`config.mk`:
```
export PLATFORM = sky130hd
export DESIGN_NAME = i2c_register_access_master_top_flat
export DESIGN_NICKNAME = d
export VERILOG_FILES = /design/src/i2c_ram_pkg.sv /design/src/i2c_ram_ifs.sv /design/src/i2c_register_access_master_top.sv /design/src/i2c_ram_front.sv /design/src/i2c_ram_fifo.sv /design/src/i2c_ram_back.sv /design/src/flat_wrapper.sv
export SDC_FILE = /design/constraint.sdc
export NUM_CORES = 1
export LEC_CHECK = 0
export BUFFER_PORTS_ARGS = -buffer_cell sky130_fd_sc_hd__buf_2
export CAP_MARGIN = 20
export CELL_PAD_IN_SITES_DETAIL_PLACEMENT = 0
export CELL_PAD_IN_SITES_GLOBAL_PLACEMENT = 2
export CORE_MARGIN = 3
export CORE_UTILIZATION = 25
export DETAILED_ROUTE_END_ITERATION = 8
export PLACE_DENSITY_LB_ADDON = 0.1
export SETUP_SLACK_MARGIN = 0.15
export SLEW_MARGIN = 25
export SYNTH_ARGS = -nofsm -noshare
export SYNTH_HDL_FRONTEND = slang
export SYNTH_SLANG_ARGS = --single-unit
export TNS_END_PERCENT = 30
```
`constraint.sdc`:
```
create_clock -name clk -period 17.33 [get_ports clk]
set_clock_uncertainty 0.2 [all_clocks]
set_input_delay 3.466 -clock clk [delete_from_list [all_inputs] [get_ports clk]]
set_output_delay 3.466 -clock clk [all_outputs]
set_load 0.02 [all_outputs]
```
`src/i2c_ram_pkg.sv`:
```
// Shared types, constants and decode functions for the I2C register access master.
package i2c_ram_pkg;

	localparam int QUEUE_DEPTH = 2;
	localparam logic [7:0] PHASE_TICKS_RESET = 8'd2;
	localparam logic [7:0] READ_FLAG = 8'h01;
	localparam logic [3:0] BITS_PER_BYTE = 4'd8;

	typedef enum logic [1:0] {
		MODE_WRITE = 2'd0,
		MODE_READ  = 2'd1,
		MODE_TICK  = 2'd2,
		MODE_SPARE = 2'd3
	} mode_t;

	typedef enum logic [1:0] {
		CMD_WRITE,
		CMD_READ,
		CMD_TICK
	} cmd_t;

	typedef enum logic [1:0] {
		EL_START,
		EL_WBYTE,
		EL_RBYTE,
		EL_STOP
	} elem_t;

	typedef enum logic [1:0] {
		PH_IDLE,
		PH_SEG1,
		PH_SEG2,
		PH_SEG3
	} phase_t;

	// One classified tick as it travels through the queue.
	typedef struct packed {
		cmd_t       cmd;
		logic [7:0] dev_addr;
		logic [7:0] reg_index;
		logic [7:0] write_value;
		logic       sda_in;
	} tick_item_t;

	typedef struct packed {
		logic       scl_out;
		logic       sda_out;
		logic       sda_drive;
		logic       busy_res;
		logic       done_res;
		logic [7:0] read_data;
		logic       rejected;
	} pin_item_t;

	// Which bus element a transaction step stands for.
	function automatic elem_t elem_kind(input logic is_read, input logic [2:0] step);
		elem_t kind;
		if (is_read) begin
			case (step)
				3'd0, 3'd3:       kind = EL_START;
				3'd1, 3'd2, 3'd4: kind = EL_WBYTE;
				3'd5:             kind = EL_RBYTE;
				default:          kind = EL_STOP;
			endcase
		end else begin
			case (step)
				3'd0:             kind = EL_START;
				3'd1, 3'd2, 3'd3: kind = EL_WBYTE;
				default:          kind = EL_STOP;
			endcase
		end
		return kind;
	endfunction

	// Byte sent by a write-byte step.
	function automatic logic [7:0] elem_byte(input logic is_read, input logic [2:0] step,
			input logic [7:0] dev, input logic [7:0] idx, input logic [7:0] val);
		logic [7:0] b;
		if (step == 3'd1) begin
			b = dev;
		end else if (step == 3'd2) begin
			b = idx;
		end else if (is_read) begin
			b = dev | READ_FLAG;
		end else begin
			b = val;
		end
		return b;
	endfunction

endpackage

```
`src/i2c_ram_ifs.sv`:
```
// Valid/ready channel interfaces for the tick input and the pin result.
interface i2c_ram_tick_if;
	logic       valid;
	logic       ready;
	logic [1:0] mode;
	logic [7:0] dev_addr;
	logic [7:0] reg_index;
	logic [7:0] write_value;
	logic       sda_in;

	modport source (output valid, output mode, output dev_addr, output reg_index,
		output write_value, output sda_in, input ready);
	modport sink (input valid, input mode, input dev_addr, input reg_index,
		input write_value, input sda_in, output ready);
endinterface

interface i2c_ram_pin_if;
	logic       valid;
	logic       ready;
	logic       scl_out;
	logic       sda_out;
	logic       sda_drive;
	logic       busy_res;
	logic       done_res;
	logic [7:0] read_data;
	logic       rejected;

	modport source (output valid, output scl_out, output sda_out, output sda_drive,
		output busy_res, output done_res, output read_data, output rejected, input ready);
	modport sink (input valid, input scl_out, input sda_out, input sda_drive,
		input busy_res, input done_res, input read_data, input rejected, output ready);
endinterface

```
`src/i2c_register_access_master_top.sv`:
```
// Top level of the I2C register access master: front stage, queue and bus engine.
//
//   channel    dir  transfer                               payload
//   tick_ch    in   one bus tick (command or plain tick)   mode, bytes, sda_in
//   pin_ch     out  pin state for that tick                pins, status, read_data
//   cfg        in   phase_ticks write, cfg_we/cfg_wdata    8-bit phase length
//
// One tick transfer is taken every cycle unless the pin channel stalls; each yields one
// pin transfer. From tick acceptance to result valid the item passes the front register,
// the queue and the output register. The bus engine advances its segment counters once per
// tick. Reset returns the engine to idle with phase_ticks at 2.
// A stalled pin channel fills the output register, then the queue, then the front stage.
module i2c_register_access_master_top #(
	parameter int QUEUE_DEPTH = i2c_ram_pkg::QUEUE_DEPTH
) (
	input  logic          clk,
	input  logic          arst_n,
	input  logic          cfg_we,
	input  logic [7:0]    cfg_wdata,
	i2c_ram_tick_if.sink  tick_ch,
	i2c_ram_pin_if.source pin_ch
);

	logic                    push_valid;
	logic                    push_ready;
	i2c_ram_pkg::tick_item_t push_data;
	logic                    pop_valid;
	logic                    pop_ready;
	i2c_ram_pkg::tick_item_t pop_data;

	i2c_ram_front u_front (
		.clk        (clk),
		.arst_n     (arst_n),
		.tick_ch    (tick_ch),
		.push_valid (push_valid),
		.push_ready (push_ready),
		.push_data  (push_data)
	);

	i2c_ram_fifo #(
		.DEPTH (QUEUE_DEPTH)
	) u_fifo (
		.clk        (clk),
		.arst_n     (arst_n),
		.push_valid (push_valid),
		.push_ready (push_ready),
		.push_data  (push_data),
		.pop_valid  (pop_valid),
		.pop_ready  (pop_ready),
		.pop_data   (pop_data)
	);

	i2c_ram_back u_back (
		.clk       (clk),
		.arst_n    (arst_n),
		.cfg_we    (cfg_we),
		.cfg_wdata (cfg_wdata),
		.pop_valid (pop_valid),
		.pop_ready (pop_ready),
		.pop_data  (pop_data),
		.pin_ch    (pin_ch)
	);

endmodule

```
`src/i2c_ram_front.sv`:
```
// Front stage: takes tick transfers, decodes the mode and registers the item.
module i2c_ram_front (
	input  logic                    clk,
	input  logic                    arst_n,
	i2c_ram_tick_if.sink            tick_ch,
	output logic                    push_valid,
	input  logic                    push_ready,
	output i2c_ram_pkg::tick_item_t push_data
);

	logic                    valid_s1;
	i2c_ram_pkg::tick_item_t item_s1;
	i2c_ram_pkg::cmd_t       cmd_c;

	assign tick_ch.ready = !valid_s1 || push_ready;

	// Mode three behaves as a plain tick.
	always_comb begin
		unique case (i2c_ram_pkg::mode_t'(tick_ch.mode))
			i2c_ram_pkg::MODE_WRITE: cmd_c = i2c_ram_pkg::CMD_WRITE;
			i2c_ram_pkg::MODE_READ:  cmd_c = i2c_ram_pkg::CMD_READ;
			default:                 cmd_c = i2c_ram_pkg::CMD_TICK;
		endcase
	end

	always_ff @(posedge clk or negedge arst_n) begin
		if (!arst_n) begin
			valid_s1 <= 1'b0;
		end else if (tick_ch.ready) begin
			valid_s1 <= tick_ch.valid;
		end
	end

	always_ff @(posedge clk) begin
		if (tick_ch.valid && tick_ch.ready) begin
			item_s1.cmd         <= cmd_c;
			item_s1.dev_addr    <= tick_ch.dev_addr;
			item_s1.reg_index   <= tick_ch.reg_index;
			item_s1.write_value <= tick_ch.write_value;
			item_s1.sda_in      <= tick_ch.sda_in;
		end
	end

	assign push_valid = valid_s1;
	assign push_data  = item_s1;

endmodule

```
`src/i2c_ram_fifo.sv`:
```
// Small queue that decouples the front stage from the bus engine.
module i2c_ram_fifo #(
	parameter int DEPTH = i2c_ram_pkg::QUEUE_DEPTH
) (
	input  logic                    clk,
	input  logic                    arst_n,
	input  logic                    push_valid,
	output logic                    push_ready,
	input  i2c_ram_pkg::tick_item_t push_data,
	output logic                    pop_valid,
	input  logic                    pop_ready,
	output i2c_ram_pkg::tick_item_t pop_data
);

	localparam int PTR_W = $clog2(DEPTH);
	localparam int CNT_W = $clog2(DEPTH + 1);

	i2c_ram_pkg::tick_item_t mem_q [DEPTH];
	logic [PTR_W-1:0] wr_ptr_q;
	logic [PTR_W-1:0] rd_ptr_q;
	logic [CNT_W-1:0] count_q;
	logic             do_push;
	logic             do_pop;

	assign push_ready = count_q != CNT_W'(DEPTH);
	assign pop_valid  = count_q != '0;
	assign do_push    = push_valid && push_ready;
	assign do_pop     = pop_valid && pop_ready;
	assign pop_data   = mem_q[rd_ptr_q];

	always_ff @(posedge clk or negedge arst_n) begin
		if (!arst_n) begin
			wr_ptr_q <= '0;
			rd_ptr_q <= '0;
			count_q  <= '0;
		end else begin
			if (do_push) begin
				wr_ptr_q <= (wr_ptr_q == PTR_W'(DEPTH - 1)) ? '0 : wr_ptr_q + 1'b1;
			end
			if (do_pop) begin
				rd_ptr_q <= (rd_ptr_q == PTR_W'(DEPTH - 1)) ? '0 : rd_ptr_q + 1'b1;
			end
			if (do_push && !do_pop) begin
				count_q <= count_q + 1'b1;
			end else if (do_pop && !do_push) begin
				count_q <= count_q - 1'b1;
			end
		end
	end

	always_ff @(posedge clk) begin
		if (do_push) begin
			mem_q[wr_ptr_q] <= push_data;
		end
	end

endmodule

```
`src/i2c_ram_back.sv`:
```
// Bus engine: runs the START, byte, ACK and STOP segments one tick per item.
module i2c_ram_back (
	input  logic                    clk,
	input  logic                    arst_n,
	input  logic                    cfg_we,
	input  logic [7:0]              cfg_wdata,
	input  logic                    pop_valid,
	output logic                    pop_ready,
	input  i2c_ram_pkg::tick_item_t pop_data,
	i2c_ram_pin_if.source           pin_ch
);

	logic [7:0]            phase_ticks_q;
	i2c_ram_pkg::phase_t   phase_q;
	logic [7:0]            tick_count_q;
	logic [3:0]            bit_count_q;
	logic [2:0]            byte_step_q;
	logic [7:0]            shift_byte_q;
	logic [7:0]            dev_q;
	logic [7:0]            idx_q;
	logic [7:0]            val_q;
	logic                  is_read_q;
	logic [7:0]            last_read_q;
	logic                  out_valid_q;
	i2c_ram_pkg::pin_item_t out_q;

	// State as seen by this tick, after an accepted command and the segment clamps.
	logic                  take_cmd;
	i2c_ram_pkg::phase_t   e_phase;
	logic [7:0]            e_tick;
	logic [3:0]            e_bits;
	logic [2:0]            e_step;
	logic [7:0]            e_shift;
	logic [7:0]            e_dev;
	logic [7:0]            e_idx;
	logic [7:0]            e_val;
	logic                  e_read;
	i2c_ram_pkg::elem_t    kind;

	i2c_ram_pkg::phase_t   n_phase;
	logic [7:0]            n_tick;
	logic [3:0]            n_bits;
	logic [2:0]            n_step;
	logic [7:0]            n_shift;
	logic [7:0]            n_last_read;
	logic                  done_c;
	logic [7:0]            limit;
	logic                  seg_end;
	logic [2:0]            next_step;
	i2c_ram_pkg::pin_item_t pins_c;

	logic                  step_en;

	assign pop_ready = !out_valid_q || pin_ch.ready;
	assign step_en   = pop_valid && pop_ready;

	always_comb begin
		take_cmd = (pop_data.cmd != i2c_ram_pkg::CMD_TICK) && (phase_q == i2c_ram_pkg::PH_IDLE);
		if (take_cmd) begin
			e_phase = i2c_ram_pkg::PH_SEG1;
			e_tick  = '0;
			e_bits  = '0;
			e_step  = '0;
			e_shift = '0;
			e_dev   = pop_data.dev_addr;
			e_idx   = pop_data.reg_index;
			e_val   = pop_data.write_value;
			e_read  = pop_data.cmd == i2c_ram_pkg::CMD_READ;
		end else begin
			e_phase = phase_q;
			e_tick  = tick_count_q;
			e_bits  = bit_count_q;
			e_step  = byte_step_q;
			e_shift = shift_byte_q;
			e_dev   = dev_q;
			e_idx   = idx_q;
			e_val   = val_q;
			e_read  = is_read_q;
		end
		kind = i2c_ram_pkg::elem_kind(e_read, e_step);
		// Byte elements have only two segments per bit.
		if (e_phase == i2c_ram_pkg::PH_SEG3 && kind != i2c_ram_pkg::EL_START &&
				kind != i2c_ram_pkg::EL_STOP) begin
			e_phase = i2c_ram_pkg::PH_SEG1;
		end
		if (e_bits > i2c_ram_pkg::BITS_PER_BYTE) begin
			e_bits = i2c_ram_pkg::BITS_PER_BYTE;
		end
	end

	// Next state.
	always_comb begin
		limit       = (phase_ticks_q == '0) ? 8'd1 : phase_ticks_q;
		seg_end     = ({1'b0, e_tick} + 9'd1) >= {1'b0, limit};
		next_step   = e_step + 3'd1;
		n_phase     = e_phase;
		n_tick      = e_tick;
		n_bits      = e_bits;
		n_step      = e_step;
		n_shift     = e_shift;
		n_last_read = last_read_q;
		done_c      = 1'b0;
		if (e_phase != i2c_ram_pkg::PH_IDLE) begin
			if (!seg_end) begin
				n_tick = e_tick + 8'd1;
			end else begin
				n_tick = '0;
				if ((kind == i2c_ram_pkg::EL_START && e_phase == i2c_ram_pkg::PH_SEG3) ||
						((kind == i2c_ram_pkg::EL_WBYTE || kind == i2c_ram_pkg::EL_RBYTE) &&
						e_phase == i2c_ram_pkg::PH_SEG2 &&
						e_bits >= i2c_ram_pkg::BITS_PER_BYTE)) begin
					// The element is over: move on to the next one.
					if (kind == i2c_ram_pkg::EL_RBYTE) begin
						n_last_read = e_shift;
					end
					n_step  = next_step;
					n_phase = i2c_ram_pkg::PH_SEG1;
					n_bits  = '0;
					if (i2c_ram_pkg::elem_kind(e_read, next_step) == i2c_ram_pkg::EL_WBYTE) begin
						n_shift = i2c_ram_pkg::elem_byte(e_read, next_step, e_dev, e_idx, e_val);
					end else begin
						n_shift = '0;
					end
				end else if (kind == i2c_ram_pkg::EL_START) begin
					n_phase = i2c_ram_pkg::phase_t'(e_phase + 2'd1);
				end else if (kind == i2c_ram_pkg::EL_STOP) begin
					if (e_phase == i2c_ram_pkg::PH_SEG3) begin
						done_c  = 1'b1;
						n_phase = i2c_ram_pkg::PH_IDLE;
						n_step  = '0;
						n_bits  = '0;
					end else begin
						n_phase = i2c_ram_pkg::phase_t'(e_phase + 2'd1);
					end
				end else if (e_phase == i2c_ram_pkg::PH_SEG1) begin
					n_phase = i2c_ram_pkg::PH_SEG2;
				end else begin
					// End of a bit slot: read bits are sampled on this last high tick.
					if (kind == i2c_ram_pkg::EL_RBYTE) begin
						n_shift = {e_shift[6:0], pop_data.sda_in};
					end else begin
						n_shift = {e_shift[6:0], 1'b0};
					end
					n_bits  = e_bits + 4'd1;
					n_phase = i2c_ram_pkg::PH_SEG1;
				end
			end
		end
	end

	// Pin levels for this tick.
	always_comb begin
		pins_c.scl_out   = 1'b1;
		pins_c.sda_out   = 1'b1;
		pins_c.sda_drive = 1'b0;
		pins_c.busy_res  = e_phase != i2c_ram_pkg::PH_IDLE;
		pins_c.done_res  = done_c;
		pins_c.read_data = n_last_read;
		pins_c.rejected  = (pop_data.cmd != i2c_ram_pkg::CMD_TICK) &&
			(phase_q != i2c_ram_pkg::PH_IDLE);
		if (e_phase != i2c_ram_pkg::PH_IDLE) begin
			pins_c.scl_out = e_phase != i2c_ram_pkg::PH_SEG1;
			unique case (kind)
				i2c_ram_pkg::EL_START: begin
					pins_c.sda_out   = e_phase != i2c_ram_pkg::PH_SEG3;
					pins_c.sda_drive = 1'b1;
				end
				i2c_ram_pkg::EL_STOP: begin
					pins_c.sda_out   = e_phase == i2c_ram_pkg::PH_SEG3;
					pins_c.sda_drive = 1'b1;
				end
				i2c_ram_pkg::EL_WBYTE: begin
					if (e_bits < i2c_ram_pkg::BITS_PER_BYTE) begin
						pins_c.sda_out   = e_shift[7];
						pins_c.sda_drive = 1'b1;
					end
				end
				default: begin
					pins_c.sda_out = 1'b1;
				end
			endcase
		end
	end

	always_ff @(posedge clk or negedge arst_n) begin
		if (!arst_n) begin
			phase_ticks_q <= i2c_ram_pkg::PHASE_TICKS_RESET;
			phase_q       <= i2c_ram_pkg::PH_IDLE;
			tick_count_q  <= '0;
			bit_count_q   <= '0;
			byte_step_q   <= '0;
			shift_byte_q  <= '0;
			dev_q         <= '0;
			idx_q         <= '0;
			val_q         <= '0;
			is_read_q     <= 1'b0;
			last_read_q   <= '0;
			out_valid_q   <= 1'b0;
		end else begin
			if (cfg_we) begin
				phase_ticks_q <= cfg_wdata;
			end
			if (step_en) begin
				phase_q      <= n_phase;
				tick_count_q <= n_tick;
				bit_count_q  <= n_bits;
				byte_step_q  <= n_step;
				shift_byte_q <= n_shift;
				dev_q        <= e_dev;
				idx_q        <= e_idx;
				val_q        <= e_val;
				is_read_q    <= e_read;
				last_read_q  <= n_last_read;
			end
			if (pop_ready) begin
				out_valid_q <= pop_valid;
			end
		end
	end

	always_ff @(posedge clk) begin
		if (step_en) begin
			out_q <= pins_c;
		end
	end

	assign pin_ch.valid     = out_valid_q;
	assign pin_ch.scl_out   = out_q.scl_out;
	assign pin_ch.sda_out   = out_q.sda_out;
	assign pin_ch.sda_drive = out_q.sda_drive;
	assign pin_ch.busy_res  = out_q.busy_res;
	assign pin_ch.done_res  = out_q.done_res;
	assign pin_ch.read_data = out_q.read_data;
	assign pin_ch.rejected  = out_q.rejected;

endmodule

```
`src/flat_wrapper.sv`:
```
// flat-port wrapper written by rule: the top's interface ports become plain ports
module i2c_register_access_master_top_flat 
#(
	parameter int QUEUE_DEPTH = i2c_ram_pkg::QUEUE_DEPTH
)
  (clk, arst_n, cfg_we, cfg_wdata, tick_ch_valid, tick_ch_mode, tick_ch_dev_addr, tick_ch_reg_index, tick_ch_write_value, tick_ch_sda_in, tick_ch_ready, pin_ch_valid, pin_ch_scl_out, pin_ch_sda_out, pin_ch_sda_drive, pin_ch_busy_res, pin_ch_done_res, pin_ch_read_data, pin_ch_rejected, pin_ch_ready);
  i2c_ram_tick_if tick_ch_i ();
  i2c_ram_pin_if pin_ch_i ();
  input  logic clk;
  input  logic arst_n;
  input  logic cfg_we;
  input  logic [7:0] cfg_wdata;
  input wire logic [$bits(tick_ch_i.valid)-1:0] tick_ch_valid;
  input wire logic [$bits(tick_ch_i.mode)-1:0] tick_ch_mode;
  input wire logic [$bits(tick_ch_i.dev_addr)-1:0] tick_ch_dev_addr;
  input wire logic [$bits(tick_ch_i.reg_index)-1:0] tick_ch_reg_index;
  input wire logic [$bits(tick_ch_i.write_value)-1:0] tick_ch_write_value;
  input wire logic [$bits(tick_ch_i.sda_in)-1:0] tick_ch_sda_in;
  output wire logic [$bits(tick_ch_i.ready)-1:0] tick_ch_ready;
  output wire logic [$bits(pin_ch_i.valid)-1:0] pin_ch_valid;
  output wire logic [$bits(pin_ch_i.scl_out)-1:0] pin_ch_scl_out;
  output wire logic [$bits(pin_ch_i.sda_out)-1:0] pin_ch_sda_out;
  output wire logic [$bits(pin_ch_i.sda_drive)-1:0] pin_ch_sda_drive;
  output wire logic [$bits(pin_ch_i.busy_res)-1:0] pin_ch_busy_res;
  output wire logic [$bits(pin_ch_i.done_res)-1:0] pin_ch_done_res;
  output wire logic [$bits(pin_ch_i.read_data)-1:0] pin_ch_read_data;
  output wire logic [$bits(pin_ch_i.rejected)-1:0] pin_ch_rejected;
  input wire logic [$bits(pin_ch_i.ready)-1:0] pin_ch_ready;
  assign tick_ch_i.valid = tick_ch_valid;
  assign tick_ch_i.mode = tick_ch_mode;
  assign tick_ch_i.dev_addr = tick_ch_dev_addr;
  assign tick_ch_i.reg_index = tick_ch_reg_index;
  assign tick_ch_i.write_value = tick_ch_write_value;
  assign tick_ch_i.sda_in = tick_ch_sda_in;
  assign tick_ch_ready = tick_ch_i.ready;
  assign pin_ch_valid = pin_ch_i.valid;
  assign pin_ch_scl_out = pin_ch_i.scl_out;
  assign pin_ch_sda_out = pin_ch_i.sda_out;
  assign pin_ch_sda_drive = pin_ch_i.sda_drive;
  assign pin_ch_busy_res = pin_ch_i.busy_res;
  assign pin_ch_done_res = pin_ch_i.done_res;
  assign pin_ch_read_data = pin_ch_i.read_data;
  assign pin_ch_rejected = pin_ch_i.rejected;
  assign pin_ch_i.ready = pin_ch_ready;
  i2c_register_access_master_top #(.QUEUE_DEPTH(QUEUE_DEPTH)) u_core (.clk(clk), .arst_n(arst_n), .cfg_we(cfg_we), .cfg_wdata(cfg_wdata), .tick_ch(tick_ch_i), .pin_ch(pin_ch_i));
endmodule
```
# Word level (Yosys, flattened, before mapping)
# Memory sizes are Yosys's and may differ from the RTL's.
# Index checks and enable logic that the tools add are counted.
# word_totals
register_bits,113
mem_bits_rw,54
out_inout_bits,16
elab_cells,178
mem_count,1
# classes
n_addsub,9
n_lt_le_gt_ge,4
eq_ne,25
mux,69
bitwise,3
reduce_logical,39
# mem_list
name,depth,word_bits,read_ports,rd_ports_with_merged_regs,write_ports,line_no,rtl
u_core.u_fifo.mem_q,2,27,1,0,1,i2c_ram_fifo.sv:18,i2c_ram_pkg::tick_item_t mem_q [DEPTH];
# op_table
op,count
two-way mux 8 bit,22
two-way mux 4 bit,9
two-way mux 2 bit,17
two-way mux 3 bit,7
equality test 3 x 2 -> 1 bit (second input constant),4
equality test 3 bit (second input constant),4
logical AND 1 bit,12
one-hot mux 2 bit (2 select lines),3
one-hot mux 2 bit (3 select lines),2
OR reduction 3 bit,4
equality test 2 x 1 -> 1 bit (second input constant),5
equality test 2 bit (second input constant),5
nonzero test 2 bit,5
adder 8 x 1 -> 9 bit (second input constant),1
greater-or-equal comparator 9 x 8 -> 1 bit,1
adder 8 x 1 -> 8 bit (second input constant),1
logical NOT 8 bit,1
!= test 2 bit (second input constant),4
two-way mux 1 bit,7
equality test 3 x 1 -> 1 bit (second input constant),2
logical NOT 2 bit,3
logical NOT 3 bit,2
OR reduction 2 bit,3
OR reduction 5 bit,1
other kinds (14),24

# Depth between registers and ports, before layout
# Gate-level depths: netlist of run 1.
# An unclocked memory read counts as a cell.
# depth
word_depth,24
ltp_mapped,25
mapped_depth_nobuf,20

# By module
# From an unflattened synthesis of run 1, not the netlist that was laid out.
# hier_totals
hier_cells,646
area_unflattened_um2,8069.0
# by_module_without_submodules
mod,instances,cells_per_inst,area_per_inst_um2
i2c_ram_back,1,511,4952.2
i2c_ram_fifo,1,102,2242.2
i2c_ram_front,1,33,874.6

# Worst setup path after synthesis of run 1
# No wires, ideal clock.
# synth_timing
path_kind,reg-to-reg
start,register u_core.u_fifo.rd_ptr_q
end,register u_core.u_back.bit_count_q[0]
setup_ps,126
arrival_ps,5187
required_ps,17004
setup_slack_ps,11817
stages_incl_launch_ff,24
path_cell_list,dfrtp_1 buf_6 and3b_4 or4_4 buf_4 clkbuf_1 clkbuf_1 nand2_1 inv_1 ha_1 a211o_1 o21ai_0 a22oi_1 o32ai_1 ha_1 clkbuf_1 nor2_1 a21boi_0 inv_1 ha_1 nor3_1 clkbuf_1 o21ai_0 a221o_1
# synth_via
elab_chain_cells,19
word_cells_on_any_way,53
cone_classes,add/sub (2); order compare (3); eq/ne (15); mux (17); reduce/logical (15); memory (1)
# synth_rtl
item,line_no,rtl
start: declaration,i2c_ram_fifo.sv:20,logic [PTR_W-1:0] rd_ptr_q;
start signal: assignment,i2c_ram_fifo.sv:41,rd_ptr_q <= (rd_ptr_q == PTR_W'(DEPTH - 1)) ? '0 : rd_ptr_q + 1'b1;
memory read (2 x 27 bit) (*),n/a,
!= test 2 bit,i2c_ram_back.sv:58,take_cmd = (pop_data.cmd != i2c_ram_pkg::CMD_TICK) && (phase_q == i2c_ram_pkg::PH_IDLE);
logical AND 1 bit,i2c_ram_back.sv:58,
two-way mux 3 bit,i2c_ram_back.sv:59,if (take_cmd) begin
equality test 3 x 1 -> 1 bit (tied with other cells),"i2c_ram_pkg.sv:59, i2c_ram_pkg.sv:66",
OR reduction 3 bit (tied with other cells),i2c_ram_pkg.sv:59,case (step)
one-hot mux 2 bit (3 select lines) or one-hot mux 2 bit (2 select lines) (tied branches),"i2c_ram_pkg.sv:59, i2c_ram_pkg.sv:66",
two-way mux 2 bit,i2c_ram_pkg.sv:58,if (is_read) begin
(+3 left out),n/a,
two-way mux 2 bit,i2c_ram_back.sv:82,if (e_phase == i2c_ram_pkg::PH_SEG3 && kind != i2c_ram_pkg::EL_START &&
equality test 2 x 1 -> 1 bit (tied with other cells),i2c_ram_back.sv:135,end else if (e_phase == i2c_ram_pkg::PH_SEG1) begin
two-way mux 4 bit (tied with other cells),i2c_ram_back.sv:135,
two-way mux 4 bit or logical AND 1 bit (tied branches),"i2c_ram_back.sv:126, i2c_ram_back.sv:110",
two-way mux 4 bit or logical OR 1 bit (tied branches),"i2c_ram_back.sv:124, i2c_ram_back.sv:108",
two-way mux 4 bit,i2c_ram_back.sv:108,if ((kind == i2c_ram_pkg::EL_START && e_phase == i2c_ram_pkg::PH_SEG3) ||
two-way mux 4 bit,i2c_ram_back.sv:104,if (!seg_end) begin
two-way mux 4 bit (*),i2c_ram_back.sv:103,if (e_phase != i2c_ram_pkg::PH_IDLE) begin
end signal: assignment,i2c_ram_back.sv:206,bit_count_q <= n_bits;
end: declaration,i2c_ram_back.sv:16,logic [3:0] bit_count_q;
# Mark *: on every way between the ends. The rest lies on a longest branch, timed or not.
# A chain may end at the register's enable or synchronous reset.

# Final worst setup path of run 1
# layout_timing
start,register u_core.u_fifo.rd_ptr_q
end,register u_core.u_back.last_read_q[3]
# layout_via
elab_chain_cells,19
word_cells_on_any_way,48
cone_classes,add/sub (1); order compare (3); eq/ne (13); mux (15); reduce/logical (15); memory (1)
# layout_rtl
item,line_no,rtl
memory read (2 x 27 bit) (*),n/a,
!= test 2 bit,i2c_ram_back.sv:58,
logical AND 1 bit,i2c_ram_back.sv:58,
two-way mux 3 bit,i2c_ram_back.sv:59,
equality test 3 x 1 -> 1 bit (tied with other cells),"i2c_ram_pkg.sv:59, i2c_ram_pkg.sv:66",
OR reduction 3 bit (tied with other cells),i2c_ram_pkg.sv:59,
one-hot mux 2 bit (3 select lines) or one-hot mux 2 bit (2 select lines) (tied branches),"i2c_ram_pkg.sv:59, i2c_ram_pkg.sv:66",
two-way mux 2 bit,i2c_ram_pkg.sv:58,
(+3 left out),n/a,
two-way mux 2 bit,i2c_ram_back.sv:82,
equality test 2 bit,i2c_ram_back.sv:110,e_phase == i2c_ram_pkg::PH_SEG2 &&
logical AND 1 bit,i2c_ram_back.sv:109,((kind == i2c_ram_pkg::EL_WBYTE || kind == i2c_ram_pkg::EL_RBYTE) &&
logical AND 1 bit,i2c_ram_back.sv:110,
logical OR 1 bit,i2c_ram_back.sv:108,
two-way mux 8 bit,i2c_ram_back.sv:108,
two-way mux 8 bit,i2c_ram_back.sv:104,
two-way mux 8 bit (*),i2c_ram_back.sv:103,
end signal: assignment,i2c_ram_back.sv:213,last_read_q <= n_last_read;
end: declaration,i2c_ram_back.sv:23,logic [7:0] last_read_q;
# Marked as above.

==> results of run 1 <==
-- report_power, final --
group / internal [mW] / leakage [nW] / switching [mW]
registers: 0.561 / 1.80 / 0.0687
clock network: 0.198 / 0.292 / 0.184
logic: 0.247 / 1.65 / 0.410
total: 1.01 / 3.75 / 0.662
-- worst max path at each step --
stage	to	depth (start not counted)	from
after floorplan	u_core.u_back.bit_count_q[0]$_DFFE_PN0P_	23	u_core.u_fifo.rd_ptr_q$_DFFE_PN0P_
after detailed placement	u_core.u_back.last_read_q[4]$_DFFE_PN0P_	17	u_core.u_fifo.rd_ptr_q$_DFFE_PN0P_
final	u_core.u_back.last_read_q[3]$_DFFE_PN0P_	17	u_core.u_fifo.rd_ptr_q$_DFFE_PN0P_
after global placement	u_core.u_back.shift_byte_q[5]$_DFFE_PN0P_	21	u_core.u_fifo.rd_ptr_q$_DFFE_PN0P_
after global routing	u_core.u_back.pin_ch.read_data[7]$_DFFE_PP_	16	u_core.u_fifo.rd_ptr_q$_DFFE_PN0P_
after CTS	u_core.u_back.last_read_q[6]$_DFFE_PN0P_	17	u_core.u_fifo.rd_ptr_q$_DFFE_PN0P_
-- layout make-up --
| class | instances | area, um^2 |
|---|---|---|
| flip-flops and latches | 167 | 4656 |
| clock buffers | 18 | 439.2 |
| clock inverters | 14 | 152.6 |
| fillers | 3184 | 21550 |
| well taps | 396 | 495.5 |
| inverters | 25 | 93.84 |
| multi-input cells | 423 | 2997 |
| repair buffers | 66 | 361.6 |
-- worst reg2reg max path, cell delays in order (launching register included) --
cell and delay (ns):
dfrtp_1 0.36, buf_4 0.28, and3b_4 0.29, or4_4 0.74, nand2_1 0.29, inv_1 0.12, ha_1 0.24, a211o_1 0.31
o32ai_1 0.47, ha_1 0.41, nor2_1 0.10, a21boi_0 0.36, ha_1 0.30, a21oi_1 0.09, buf_4 0.18, a2111oi_4 0.54
and2_1 0.44, mux2_2 0.38
-- cells by family after synthesis --
logic type | Yosys count | synth area share, %
DFF | 167 | 59.26
xor gates and xnor gates | 10 | 1.115
adders and majority gates | 28 | 4.459
buffers and inverters | 54 | 2.851
muxes | 58 | 8.743
and+or+nand+nor | 186 | 11.45
AOI/OAI and AO/OA | 141 | 12.12
-- per-stage QoR --
| stage | cell area [um^2] | hold WS (ns) | power [mW] | std cells | setup slack [ns] |
|---|---|---|---|---|---|
| after floorplan | 7856 | 0.2215 | 1.103 | 644 | 11.82 |
| after global placement | 8600 | 0.2228 | 1.307 | 1077 | 11.31 |
| after detailed placement | 8603 | 0.2298 | 1.310 | 1077 | 11.06 |
| after CTS | 9195 | 0.2494 | 1.702 | 1109 | 11.07 |
| after global routing | 9195 | 0.2570 | 1.814 | 1109 | 10.61 |
| final | 9195 | 0.2472 | 1.668 | 1109 | 11.11 |
-- layout by cell type, fill, tap and decap left out, types with 24 or more instances in the layout --
cell type and n:
mux2i_1 24, o21ai_0 56, edfxtp_1 95, ha_1 28
nor2_1 32, mux2_2 29, buf_2 55, dfrtp_1 71
inv_1 25, nand2_1 86
-- state kept, by name (all words and copies together), names as in the netlist, 2 cells and up --
signal and count:
u_core.u_back.val_q 8, u_core.u_back.tick_count_q 8, u_core.u_back.shift_byte_q 8, u_core.u_fifo.count_q 2, u_core.u_back.pin_ch.read_data 8, u_core.u_back.bit_count_q 4
u_core.u_back.phase_q 2, u_core.u_front.push_data 27, u_core.u_back.phase_ticks_q 8, u_core.u_back.dev_q 8, u_core.u_fifo.mem_q 54, u_core.u_back.last_read_q 8
u_core.u_back.byte_step_q 3, u_core.u_back.idx_q 8
-- per-layer routing --
metal	global-route usage, %	part of all wire (%)
met1	15.61	48
met5	0	0
met2	18.67	48
met4	3.382	1.2
met3	2.499	3.0
==> results.toml, run 1 <==
[min_path]
holdCritStartpoint = "u_core.u_front.push_data[11]$_DFFE_PP_"
hold_path_class = "flop to flop"
hold-path-endpoint = "u_core.u_fifo.mem_q[0][11]$_DFFE_PP_"
hold_depth = 0

[clock_tree]
cts_buffer_depth = 2
htreeDepth = 4
post-cts-setup-buffer-count = 0
cts_hold_buf = 0
clk_latency_ns = 0.43
cts_tree = "built"
ctsResizeCount = 0
clk_pin_slew_ns = 0.07
cts-root-buf = "clkbuf_16"
cts_buffers = 17
numClockSinks = 167

[setup_path]
crit_chain = "buf_4 -> and3b_4 -> or4_4 -> nand2_1 -> inv_1 -> ha_1 -> a211o_1 -> o32ai_1 -> ha_1 -> nor2_1 -> a21boi_0 -> ha_1 -> a21oi_1 -> buf_4 -> a2111oi_4 -> and2_1 -> mux2_2"
arrival_ns = 6.32
critPathTopFamily = "simple AND/OR/NAND/NOR gates"
criticalPathCategory = "flop to flop"
critPathLaunchType = "flop"
crit_buf_inv = 3
cp_slowest_stage_delay_ns = 0.74
crit_fanout = 39
required_ns = 17.43
crit_path_end_kind = "flop"
r2r_cells = 17
path_common_cell = "ha_1"
rrSetupSlack_ns = 11.11
crit_path_top_delay_cell = "or4_4"
rr_startpoint = "u_core.u_fifo.rd_ptr_q$_DFFE_PN0P_"
rr_endpoint = "u_core.u_back.last_read_q[3]$_DFFE_PN0P_"

[yosys]
yosys.cell_types.count = 72
syn_area_mm2 = 0.007856
synth_area_per_cell_um2 = 12.20
synth.most_common_cell = "edfxtp_1"
yosysWarnings = 0
ys.flop_type = "edfxtp_1"
synth_edf_count = 95
synth_nets = 712
synth.largest_area_cell = "edfxtp_1"
synthTopCellsByArea = "edfxtp_1 (36%), dfrtp_1 (23%), ha_1 (4.5%), mux2_2 (4.2%), nand2_1 (4.1%)"
yosysTopAreaCellShare_pct = 36.31
async_flop_share_pct = 43.11
synth-seq-cells = 167
synth_cells = 644
yosys-top-cells-count = "edfxtp_1 (95), nand2_1 (86), dfrtp_1 (71)"
synth_seq_area_share_pct = 59.26

[placed_design]
gp_congestion = 0.7268
hpwl_um = 12530
io_buffers = 55

[sta]
fmax_mhz = 160.8
setup_viol_count_final = 0
maxSlewHeadroom_pct = 43.12
fin_crit_sh_pct = 35.89
finalCriticalPeriod_ns = 6.219
fin_setup_tns_ns = 0
worst_pin_slew_ns = 0.8512
slew_violations = 0
hold_viol = 0
rsz0062_at_grt = "no"

[global_routing]
grt_pass1_vias = 5406
grt_pass1_wl_um = 30260
grt_use_total_pct = 11.53
grt_max_degree = 73
grt_antenna_before_repair = 0
grt_overflow = 0

[detailed_routing]
routed_wl_um = 18490
via_per_inst = 4.571
drtAntennaViolNets = 0
vias = 5069
drt_first_pass_iters = 4
drc = 0
wl_per_cell_um = 16.67
drt_first_iter_violations = 284

[finish]
fin_nets = 768
area_delta_synth_final_pct = 17.04
drive_gt1_share_pct = 20.20
fin_util_pct = 29.90
diodes = 0

[power_and_ir_drop]
power_density_mw_per_mm2 = 181.4
peakVddDrop_v = 0.00006886
p_leak_nw = 3.746

[floorplanning]
ios = 56
dieArea_mm2 = 0.03359
rows = 64
core_area_mm2 = 0.03075
start_util_pct = 25.55
chipHeight_um = 183.3
die_w_um = 183.3

[job]
cap_violations = 0

[outcome]
status = "finished clean"
No activity file was read; power rests on OpenSTA's default activity.
==> run 2: changes to the inputs <==
--- a/config.mk
+++ b/config.mk
@@ -5,6 +5,7 @@
 export SDC_FILE = /design/constraint.sdc
 export NUM_CORES = 1
 export LEC_CHECK = 0
+export ABC_AREA = 1
 export BUFFER_PORTS_ARGS = -buffer_cell sky130_fd_sc_hd__buf_2
 export CAP_MARGIN = 20
 export CELL_PAD_IN_SITES_DETAIL_PLACEMENT = 0
==> constraint.sdc (replaced) <==
create_clock -name clk -period 5.65 [get_ports clk]
set_clock_uncertainty 0.2 [all_clocks]
set_input_delay 1.13 -clock clk [delete_from_list [all_inputs] [get_ports clk]]
set_output_delay 1.13 -clock clk [all_outputs]
set_load 0.02 [all_outputs]
==> results.toml, run 2 <==
[yosys]
synth_seq_area_share_pct = 56.64
synth_top_family_by_area = "simple AND/OR/NAND/NOR gates"
synth.largest_area_cell = "edfxtp_1"
synth_area_per_cell_um2 = 9.236
synth_nets = 958
async_flop_share_pct = 43.11
yosys.area_share.simple_pct = 22.40
yosys-top-cells-count = "nand2_1 (275), edfxtp_1 (95), inv_1 (86)"
synth_edf_count = 95
yosysWarnings = 0
synthAdderAreaFrac_pct = 4.262
synthTopCellsByArea = "edfxtp_1 (35%), dfrtp_1 (22%), nand2_1 (13%), ha_1 (4.3%), o21ai_0 (4.2%)"
synth-seq-cells = 167
synth-xor-area-share_pct = 0.9589
yosys.cell_types.count = 43
yosysTopAreaCellShare_pct = 34.70
synth.most_common_cell = "nand2_1"
synth_cells = 890
muxShareOfSynthArea_pct = 1.218
synth_compound_area_share_pct = 8.158
ys.flop_type = "edfxtp_1"
syn_area_mm2 = 0.008220

[clock_tree]
htreeDepth = 4
cts_tree = "built"
numClockSinks = 167
cts-root-buf = "clkbuf_16"
clk_pin_slew_ns = 0.07
post-cts-setup-buffer-count = 0
cts_buffers = 17
clk_latency_ns = 0.43
cts_hold_buf = 0
cts_buffer_depth = 2
ctsResizeCount = 0

[setup_path]
criticalPathCategory = "flop to flop"
arrival_ns = 4.91
critPathLaunchType = "flop"
crit_fanout = 22
required_ns = 5.64
crit_path_end_kind = "flop"

[outcome]
status = "finished clean"

[detailed_routing]
vias = 5827
routed_wl_um = 20960
via_per_inst = 4.180
wl_per_cell_um = 15.04
drt_first_pass_iters = 6
drc = 0
drt_first_iter_violations = 342
drtAntennaViolNets = 0

[min_path]
hold_path_class = "flop to flop"

[sta]
fin_setup_tns_ns = 0
finalCriticalPeriod_ns = 4.917
setup_ws_ns = 0.7326
worst_pin_slew_ns = 0.9765
slew_violations = 0
hold_ws_ns = 0.2451
maxSlewHeadroom_pct = 34.90
setup_viol_count_final = 0
hold_viol = 0
rsz0062_at_grt = "no"
fin_crit_sh_pct = 87.03
fmax_mhz = 203.4

[floorplanning]
rows = 65
dieArea_mm2 = 0.03509
die_w_um = 187.3
ios = 56
chipHeight_um = 187.3
start_util_pct = 25.72
core_area_mm2 = 0.03196

[placed_design]
post-place-ws_ns = 0.5667
hpwl_um = 14270
io_buffers = 55
gp_congestion = 0.7641

[finish]
largest_register_ffs = 54
layout_commonest_cell = "nand2_1"
fin_nets = 1014
drive_gt1_share_pct = 14.18
fill_cells = 3357
layout_common_cells = "nand2_1 (275), edfxtp_1 (95), inv_1 (84)"
diodes = 0
regMostFlops = "u_core.u_fifo.mem_q"
area_delta_synth_final_pct = 16.47

[global_routing]
grt_max_degree = 75
grt_antenna_before_repair = 0
grt_use_total_pct = 12.37
grt_overflow = 0
grt_pass1_wl_um = 33710
grt_pass1_vias = 5951

[power_and_ir_drop]
peakVddDrop_v = 0.0002389
power_density_mw_per_mm2 = 673.2
p_leak_nw = 4.346

[job]
cap_violations = 0
## run 2: critical path, cell delays in order (launching register included)
cell	delay (ns)
dfrtp_1	0.42
nor2_2	0.39
nand2_8	0.13
nand2_2	0.15
inv_1	0.12
ha_1	0.19
ha_1	0.19
a21oi_1	0.16
o21ai_0	0.11
nand2_1	0.08
o21a_1	0.19
inv_1	0.10
ha_1	0.23
nor2_1	0.21
inv_1	0.12
o21ai_1	0.30
ha_1	0.24
clkinv_1	0.12
nand2_4	0.26
clkinv_2	0.28
nand2_2	0.23
nand2_1	0.09
and2_1	0.14
## run 2: cell families (layout without fill, tap and decap cells)
| family | after synthesis | after routing |
|---|---|---|
| compound gates | 126 | 126 |
| simple gates | 427 | 427 |
| flops | 167 | 167 |
| fa+ha+maj | 28 | 28 |
| xor+xnor | 9 | 9 |
| buf+inv | 123 | 192 |
| mux | 10 | 10 |
## run 2: final cells by class
class | count | area [um^2] | area share (%)
sequential | 167 | 4656 | 48.63
clock buffer | 18 | 429.2 | 4.482
tap | 435 | 544.3 | 5.685
clock inverter | 14 | 165.2 | 1.725
timing repair buffer | 68 | 375.4 | 3.921
multi-input combinational | 600 | 3058 | 31.94
inverter | 92 | 346.6 | 3.620
## run 2: metrics by stage
step	total power [mW]	cells	util [%]	cell area (um^2)
6_report	6.445	1394	29.96	9574
5_1_grt	7.081	1394	29.96	9574
4_1_cts	6.578	1394	29.96	9574
3_5_place_dp	5.346	1362	28.10	8980
3_3_place_gp	5.403	1362	28.10	8980
2_1_floorplan	4.362	890	-	8220
## run 2: routing by layer
layer / routed length [um] / GRT usage [%]
met4: 288 / 3.693
met3: 446 / 2.436
met1: 10370 / 16.80
met5: 0 / 0
met2: 9853 / 20.00
## run 2: report_power, final
| group | switching, mW | total, mW | internal (mW) |
|---|---|---|---|
| clock network | 0.556 | 1.19 | 0.632 |
| registers | 0.174 | 1.97 | 1.80 |
| logic | 2.30 | 3.28 | 0.985 |
| total | 3.03 | 6.45 | 3.41 |
## run 2: final timing paths
check                      slack [ns]  cells after the start                                   from                                           to
max                              0.73                     22   u_core.u_back.phase_q[0]$_DFFE_PN0P_  u_core.u_back.pin_ch.read_data[6]$_DFFE_PP_
min                              0.25                      0  u_core.u_front.push_data[9]$_DFFE_PP_          u_core.u_fifo.mem_q[0][9]$_DFFE_PP_
max reg2reg                      0.73                     22   u_core.u_back.phase_q[0]$_DFFE_PN0P_  u_core.u_back.pin_ch.read_data[6]$_DFFE_PP_
min reg2reg                      0.25                      0  u_core.u_front.push_data[9]$_DFFE_PP_          u_core.u_fifo.mem_q[0][9]$_DFFE_PP_
max in group asynchronous        3.80                      2                                 arst_n         u_core.u_fifo.count_q[1]$_DFFE_PN0P_
min in group asynchronous        0.46                      1                                 arst_n     u_core.u_back.bit_count_q[1]$_DFFE_PN0P_
